--- src/rtl/lmf_pkg.sv ---
// Package of the scrolling LED matrix framer: codes, constants and shared types.
`default_nettype none

package lmf_pkg;

  // Default width of the column line
  localparam int LINE_COLUMNS_DEF = 256;

  // Fixed geometry
  localparam int WIN_COLS    = 64;   // columns in one frame
  localparam int WCW         = 7;    // counter that can hold WIN_COLS
  localparam int MARGIN      = 11;   // blank columns after the text
  localparam int BEEP_PERIOD = 20;   // scroll steps between beep checks
  localparam int PW          = 10;   // scroll position width
  localparam int MW          = 5;    // width of position mod BEEP_PERIOD
  localparam int MOD_COLS    = 16;   // columns (and rows) of one module
  localparam int MOD_LAST    = 15;   // last column or row of a module

  // Commands
  localparam logic [1:0] CMD_OR_COLUMN = 2'd0;
  localparam logic [1:0] CMD_CLEAR     = 2'd1;
  localparam logic [1:0] CMD_FRAME     = 2'd2;
  localparam logic [1:0] CMD_SCROLL    = 2'd3;

  // Register indexes
  localparam logic [0:0] REG_TEXT_WIDTH = 1'b0;
  localparam logic [0:0] REG_HEAD_FIRST = 1'b1;

  // Sequencer states
  typedef enum logic [3:0] {
    ST_CLEAR,
    ST_IDLE,
    ST_RMW_RD,
    ST_RMW_WR,
    ST_SC_MOD,
    ST_SC_RUN,
    ST_SC_UPD,
    ST_FR_LOAD,
    ST_FR_WAIT,
    ST_FR_EMIT
  } state_t;

  // Control from the sequencer to the transpose stage
  typedef struct packed {
    logic       cap;        // column read data valid this cycle
    logic [3:0] cap_slot;   // slot that takes it
    logic       src_win;    // frame comes from the window
    logic       emit;       // load the output register
    logic [1:0] module_res;
    logic [3:0] row;
    logic       mirror;
    logic       beep;
    logic       wrapped;
    logic       last;
  } frame_ctl_t;

endpackage

`default_nettype wire

--- src/rtl/lmf_transpose.sv ---
// Column buffer of one module and row word assembly with the output register.
`default_nettype none

module lmf_transpose (
  input  wire logic               clk,
  input  wire logic               rst,
  input  wire lmf_pkg::frame_ctl_t ctl,
  input  wire logic [31:0]        store_rdata,
  input  wire logic [31:0]        win_rdata,
  output logic                    out_free,
  output logic                    m_tvalid,
  input  wire logic               m_tready,
  output logic [39:0]             m_tdata,   // module_res, row, red_row, green_row, beep, wrapped
  output logic                    m_tlast
);

  logic [15:0] col_red   [lmf_pkg::MOD_COLS];
  logic [15:0] col_green [lmf_pkg::MOD_COLS];
  logic [31:0] cap_word;
  logic [3:0]  bit_sel;
  logic [15:0] red_row;
  logic [15:0] green_row;

  // Capture one column per read
  assign cap_word = ctl.src_win ? win_rdata : store_rdata;

  always_ff @(posedge clk) begin
    if (ctl.cap) begin
      col_red[ctl.cap_slot]   <= cap_word[15:0];
      col_green[ctl.cap_slot] <= cap_word[31:16];
    end
  end

  // Row word: bit p taken from buffered column p
  assign bit_sel = ctl.mirror ? ~ctl.row : ctl.row;

  always_comb begin
    for (int p = 0; p < lmf_pkg::MOD_COLS; p++) begin
      red_row[p]   = col_red[p][bit_sel];
      green_row[p] = col_green[p][bit_sel];
    end
  end

  // Output register
  assign out_free = !m_tvalid || m_tready;

  always_ff @(posedge clk) begin
    if (rst) begin
      m_tvalid <= 1'b0;
    end else if (ctl.emit) begin
      m_tvalid <= 1'b1;
    end else if (m_tready) begin
      m_tvalid <= 1'b0;
    end
  end

  always_ff @(posedge clk) begin
    if (ctl.emit) begin
      m_tdata <= {ctl.wrapped, ctl.beep, green_row, red_row, ctl.row, ctl.module_res};
      m_tlast <= ctl.last;
    end
  end

endmodule

`default_nettype wire

--- config.mk ---
export PLATFORM = sky130hd
export DESIGN_NAME = lmf_transpose
export DESIGN_NICKNAME = d
export VERILOG_FILES = /design/src/rtl/lmf_pkg.sv /design/src/rtl/lmf_transpose.sv
export SDC_FILE = /design/constraint.sdc
export NUM_CORES = 1
export LEC_CHECK = 0
export ABC_AREA = 1
export BUFFER_PORTS_ARGS = -buffer_cell sky130_fd_sc_hd__buf_2
export CAP_MARGIN = 20
export CORE_ASPECT_RATIO = 1.25
export CORE_MARGIN = 2
export CORE_UTILIZATION = 60
export DETAILED_ROUTE_END_ITERATION = 10
export GPL_TIMING_DRIVEN = 1
export HOLD_SLACK_MARGIN = 0.02
export PLACE_DENSITY = 0.78
export SLEW_MARGIN = 20
export SYNTH_ARGS = -nofsm -noshare
export SYNTH_HDL_FRONTEND = slang
export SYNTH_SLANG_ARGS = --single-unit
--- constraint.sdc ---
create_clock -name clk -period 3.5 [get_ports clk]
set_input_delay 0.175 -clock clk [delete_from_list [all_inputs] [get_ports clk]]
set_output_delay 0.175 -clock clk [all_outputs]
set_load 0.005 [all_outputs]
==> flow_summary.json, run 1 <==
{
  "gp_congestion": 0.825,
  "totalWireLength_mm": 61.9,
  "critPathLaunchType": "input pin",
  "place_area_mm2": 0.0254,
  "areaGrowthSynthToFinish_pct": 12.1,
  "critical-path-top-delay-family": "buffers and inverters",
  "syn_nets": 2313,
  "cp-end-kind": "flip-flop",
  "period_share_pct": 67.9,
  "hold_buffers": 11,
  "worstPathArrival_ns": 2.70,
  "vias_per_cell": 5.83,
  "port_buffers": 126,
  "path_class": "in2reg",
  "cts_buffer_depth": 3,
  "finalHoldViolations": 0,
  "ys_seq_area_share_pct": 68.7,
  "io_pins": 127,
  "htreeDepth": 2,
  "num_vias": 16800,
  "start_util_pct": 60.6,
  "slowest_delay_ns": 0.55,
  "grt_pass1_vias": 16200,
  "grt_max_degree": 129,
  "maxCapViolCount": 0,
  "fin_area_mm2": 0.0271,
  "die_y_um": 228,
  "drive_gt1_share_pct": 12.4,
  "cts_buffers": 50,
  "yosysWarningCount": 0,
  "crit_fanout": 94,
  "first_iter_violations": 2525,
  "finClkSkew_ns": 0.0141,
  "path_clk_slew_ns": 0.07,
  "min_period_ns": 2.38,
  "clk_latency_ns": 0.57,
  "cpMostUsedCell": "nand3_1",
  "cts_setup_buffers": 0,
  "max_freq_mhz": 421,
  "dp_hpwl_mm": 34.9,
  "yosys_register_bits": 554,
  "wl_per_cell_um": 21.5,
  "hold_ws_ns": 0.205,
  "maxSlewViolCount": 0,
  "drc_errors": 0,
  "syn_area_per_cell_um2": 10.9,
  "antenna_found_initial": 1,
  "cp_slowest_cell": "dlygate4sd3_1",
  "worst_pin_slew_ns": 1.05,
  "dr.pass1.iters": 6,
  "leakagePower_nw": 11.5,
  "ant_nets": 0,
  "max-vdd-ir-drop_mv": 0.385,
  "synth_cell_types": 19,
  "p_per_area_mw_per_mm2": 533,
  "rsz0062_at_grt": "false",
  "setup_viol": 0,
  "cts_tree": "built",
  "fp-row-count": 82,
  "cts_resized": 0,
  "crit_buf_inv": 4,
  "grt_usage_pct": 29.8,
  "finalNetCount": 2416,
  "required_ns": 3.82,
  "setup_tns_ns": 0,
  "grt_pass1_wl_mm": 93.4,
  "cts_sinks": 554,
  "die_w_um": 184,
  "overflow": 0,
  "relSlewSlack_pct": 29.8,
  "syn_area_mm2": 0.0242,
  "core_mm2": 0.0399,
  "status": "finished clean",
  "synth_cells": 2229,
  "crit_chain": "dlygate4sd3_1, buf_2, inv_2, nand2_4, nand2_8, buf_4, nand2_1, nand3_1, nand3_1, nand3_1, nand2_1",
  "hold_class": "in2reg",
  "cts-root-buf": "clkbuf_16",
  "die_area_mm2": 0.0419
}
## power breakdown
part           total, W  internal, W  switching, W  leakage, nW
registers       0.00764      0.00757     0.0000746         5.04
clock network   0.00529      0.00297       0.00232        0.767
logic           0.00153     0.000442       0.00109         5.73
## worst register-to-register path: cells and delay by family, from the launching register on
kind | cells | cell delay [ns]
simple gates | 5 | 0.75
flops | 1 | 0.39
buf+inv | 1 | 0.07
## registers in the layout, indices dropped and copies added, names as in the netlist
signal and cells:
col_green 256, col_red 256, m_tdata 40, m_tlast 1, m_tvalid 1
## logic make-up after synthesis
family                 Yosys count  synth area share [%]
AO/OA/AOI/OAI                    1                0.0207
XOR/XNOR                         4                 0.145
buffers and inverters          615                  10.2
flip-flops                     554                  68.7
multiplexers                    32                  1.49
AND/OR/NAND/NOR               1023                  19.4
## cells in the mapped netlist
cell type  count  area [um2]
nor3_1         8        40.0
a21oi_1        1        5.00
dfxtp_1        1        20.0
edfxtp_1     553       16600
inv_1        487        1830
buf_1          8        30.0
xnor2_1        3        26.3
nand2_1      394        1480
clkbuf_1      17        63.8
inv_2          3        11.3
nand3_1      578        2890
nand3b_1      32         240
buf_2         88         440
mux2_2        32         360
nand2_2        3        18.8
nor2_1         8        30.0
xor2_1         1        8.76
clkinv_1       1        3.75
buf_4         11        82.6
## path summary, 6_finish.rpt
kind                             from                     to  slack, ns  depth (start not counted)
max                            ctl[4]  m_tdata[11]$_DFFE_PP_       1.12                         11
min                           ctl[10]  m_tdata[24]$_DFFE_PP_       0.20                          1
max reg2reg  col_red[8][11]$_DFFE_PP_  m_tdata[14]$_DFFE_PP_       2.05                          6
min reg2reg   col_red[5][4]$_DFFE_PP_  m_tdata[11]$_DFFE_PP_       0.75                          6
## area by class of cell
cell class                 instances  area, um2
sequential                       554      16600
fill                            2777      12800
multi-input combinational       1060       5290
inverter                         491       1840
clock buffer                      64       1330
timing repair buffer             175       1160
tap                              504        631
clock inverter                    28        241
antenna                            1       2.50
## metal layers
metal	wire (um)	GRT usage, %
met1	22100	38.9
met2	30400	49.1
met3	6560	4.81
met4	2880	14.3
met5	9	0
## layout by cell type (no fill, tap or decap)
| cell type | netlist | final |
|---|---|---|
| clkinv_2 | 0 | 11 |
| xnor2_4 | 0 | 1 |
| clkinv_1 | 1 | 10 |
| mux2_2 | 32 | 32 |
| buf_12 | 0 | 9 |
| dfxtp_1 | 1 | 1 |
| nand3_1 | 578 | 578 |
| nor3_2 | 0 | 8 |
| edfxtp_1 | 553 | 553 |
| clkinvlp_4 | 0 | 2 |
| nand3b_1 | 32 | 32 |
| inv_2 | 3 | 3 |
| dlygate4sd3_1 | 0 | 11 |
| xor2_4 | 0 | 1 |
| nand2_8 | 0 | 1 |
| nand2_1 | 394 | 392 |
| buf_16 | 0 | 1 |
| a21oi_1 | 1 | 1 |
| bufinv_16 | 0 | 4 |
| nor2_4 | 0 | 8 |
| nand2_2 | 3 | 1 |
| buf_2 | 88 | 125 |
| inv_6 | 0 | 2 |
| diode_2 | 0 | 1 |
| clkbuf_1 | 17 | 13 |
| nand2_4 | 0 | 3 |
| clkbuf_16 | 0 | 51 |
| buf_4 | 11 | 29 |
| xnor2_2 | 0 | 2 |
| inv_1 | 487 | 487 |
## stage by stage
step	util (%)	setup WS, ns	total power (W)	cells
2_1_floorplan	-	0.433	0.00864	2229
3_3_place_gp	63.6	0.962	0.00923	2772
3_5_place_dp	63.6	0.870	0.00928	2772
4_1_cts	67.8	1.00	0.0145	2875
5_1_grt	67.9	1.04	0.0148	2876
6_report	67.9	1.12	0.0145	2877
No activity file was read; power rests on OpenSTA's default activity.
==> run 2: changes to the inputs <==
--- a/config.mk
+++ b/config.mk
@@ -10,11 +10,11 @@
 export CAP_MARGIN = 20
 export CORE_ASPECT_RATIO = 1.25
 export CORE_MARGIN = 2
-export CORE_UTILIZATION = 60
+export CORE_UTILIZATION = 55
 export DETAILED_ROUTE_END_ITERATION = 10
 export GPL_TIMING_DRIVEN = 1
 export HOLD_SLACK_MARGIN = 0.02
-export PLACE_DENSITY = 0.78
+export PLACE_DENSITY = 0.76
 export SLEW_MARGIN = 20
 export SYNTH_ARGS = -nofsm -noshare
 export SYNTH_HDL_FRONTEND = slang
==> constraint.sdc (replaced) <==
create_clock -name clk -period 2.12 [get_ports clk]
set_input_delay 0.106 -clock clk [delete_from_list [all_inputs] [get_ports clk]]
set_output_delay 0.106 -clock clk [all_outputs]
set_load 0.005 [all_outputs]
==> run 2 against run 1 <==
Critical path depth unchanged. Sequential power increased by 65%. Worst hold slack worse by 0.15 ns. Flip-flop and latch count stayed put. Sequential share of layout area fell by 1.3 points. Routed wire length grew 6.7%. Die area up 8.9%. Register-to-register slack lost 1.3 ns. Highest routed layer unchanged. Design area rose by 2.2%. Via count up 2.0%. Critical path type unchanged.
==> flow_summary.json, run 2 (same netlist as run 1, synthesis figures left out) <==
{
  "status": "finished clean",
  "cp-end-kind": "flip-flop",
  "io_pins": 127,
  "antenna_found_initial": 3,
  "cts_sinks": 554,
  "die_w_um": 192,
  "htreeDepth": 2,
  "crit_chain": "dlygate4sd3_1, buf_2, inv_2, nand2_4, nand2_8, buf_12, nand2_1, nand3_1, nand3_1, nand3_1, nand2_1",
  "critPathLaunchType": "input pin",
  "dp.cells": 2857,
  "final_cells": 2960,
  "required_ns": 2.45,
  "cts-root-buf": "clkbuf_16",
  "dp_hpwl_mm": 39.9,
  "place_area_mm2": 0.0260,
  "clk_latency_ns": 0.58,
  "cts_buffers": 49,
  "final_util_pct": 64.0,
  "grt_pass1_vias": 16900,
  "totalWireLength_mm": 66.0,
  "vias_per_cell": 5.78,
  "gp_congestion": 0.862,
  "leakagePower_nw": 11.7,
  "final_common_cell": "nand3_1",
  "areaGrowthSynthToFinish_pct": 14.5,
  "overflow": 0,
  "path_clk_slew_ns": 0.07,
  "die_y_um": 238,
  "hold_buffers": 11,
  "slowest_delay_ns": 0.53,
  "start_util_pct": 55.9,
  "r2r_end": "m_tdata[14]$_DFFE_PP_",
  "hold_class": "in2reg",
  "port_buffers": 126,
  "drive_gt1_share_pct": 13.2,
  "wl_per_cell_um": 22.3,
  "die_area_mm2": 0.0457,
  "dp_slack_ns": 0.106,
  "cts_setup_buffers": 0,
  "cts_tree": "built",
  "worstPathArrival_ns": 2.25,
  "setup_viol": 0,
  "finalNetCount": 2438,
  "crit_fanout": 44,
  "hold_start": "ctl[10]",
  "maxSlewViolCount": 0,
  "cpMostUsedCell": "nand3_1",
  "max-vdd-ir-drop_mv": 0.651,
  "core_mm2": 0.0433,
  "worst_slack_ns": 0.200,
  "worst_pin_slew_ns": 0.571,
  "max_freq_mhz": 521,
  "cp_slowest_cell": "dlygate4sd3_1",
  "r2r_slack_ns": 0.74,
  "mostFrequentLayoutCells": "578 x nand3_1, 553 x edfxtp_1, 487 x inv_1",
  "num_vias": 17100,
  "fp-row-count": 85,
  "drc_errors": 0,
  "relSlewSlack_pct": 61.9,
  "cts_resized": 0,
  "critical-path-top-delay-family": "buffers and inverters",
  "p_per_area_mw_per_mm2": 883,
  "hold_end": "m_tdata[25]$_DFFE_PP_",
  "maxCapViolCount": 0,
  "ant_nets": 0,
  "cts_buffer_depth": 3,
  "grt_usage_pct": 29.2,
  "first_iter_violations": 2184,
  "period_share_pct": 90.6,
  "ff2ff_path_depth": 6,
  "crit_buf_inv": 4,
  "r2r-start": "col_red[8][15]$_DFFE_PP_",
  "path_class": "in2reg",
  "dr.pass1.iters": 6,
  "min_period_ns": 1.92,
  "rsz0062_at_grt": "false",
  "grt_max_degree": 71,
  "fin_area_mm2": 0.0277,
  "finalHoldViolations": 0,
  "top_regs": "col_green: 256 flops, col_red: 256 flops, m_tdata: 40 flops",
  "grt_pass1_wl_mm": 99.1,
  "hold_path_depth": 2,
  "finClkSkew_ns": 0.0106
}
run 2: cell count changes in the layout (fill, tap and decap cells not counted):
cell / before / now
clkinvlp_4: 2 / 3
clkinv_1: 10 / 17
clkbuf_1: 13 / 5
inv_6: 2 / 1
xnor2_4: 1 / 0
buf_12: 9 / 33
bufinv_16: 4 / 7
buf_2: 125 / 126
buf_16: 1 / 0
buf_4: 29 / 28
clkinv_2: 11 / 8
xnor2_2: 2 / 3
run 2: final cells by class:
type                            instances  area [um2]
Clock buffer                           56        1290
Clock inverter                         35         342
Multi-Input combinational cell       1060        5280
Tap cell                              565         707
Antenna cell                            1        2.50
Fill cell                            3100       15600
Timing Repair Buffer                  198        1610
Sequential cell                       554       16600
Inverter                              491        1840
run 2: report_power, final:
part	switching [W]	internal, W
logic	0.00189	0.000812
clock network	0.00393	0.00523
registers	0.000119	0.0125
run 2: worst max path at each step:
stage	start	endpoint	cells after the start
2_1_floorplan	ctl[16]	col_green[4][0]$_DFFE_PP_	2
3_3_place_gp	ctl[3]	m_tdata[14]$_DFFE_PP_	9
3_5_place_dp	ctl[3]	m_tdata[14]$_DFFE_PP_	9
4_1_cts	ctl[4]	m_tdata[14]$_DFFE_PP_	11
5_1_grt	ctl[4]	m_tdata[14]$_DFFE_PP_	11
6_report	ctl[4]	m_tdata[14]$_DFFE_PP_	11
run 2: layer usage:
layer	up-vias	global-route usage [%]	part of all wire, %
li1	7598	-	-
met1	8126	36.2	35
met2	1141	48.4	49
met3	225	5.78	11
met4	4	15.8	5.5
met5	-	0	0.033
run 2: metrics by stage:
| stage | TNS, ns | power [W] | hold slack (ns) |
|---|---|---|---|
| 3_3_place_gp | 0 | 0.0154 | 0.259 |
| 5_1_grt | 0 | 0.0251 | 0.0459 |
| 6_report | 0 | 0.0245 | 0.0570 |
| 3_5_place_dp | 0 | 0.0155 | 0.282 |
| 4_1_cts | 0 | 0.0245 | 0.0441 |
| 2_1_floorplan | -224.80 | 0.0143 | 0.175 |
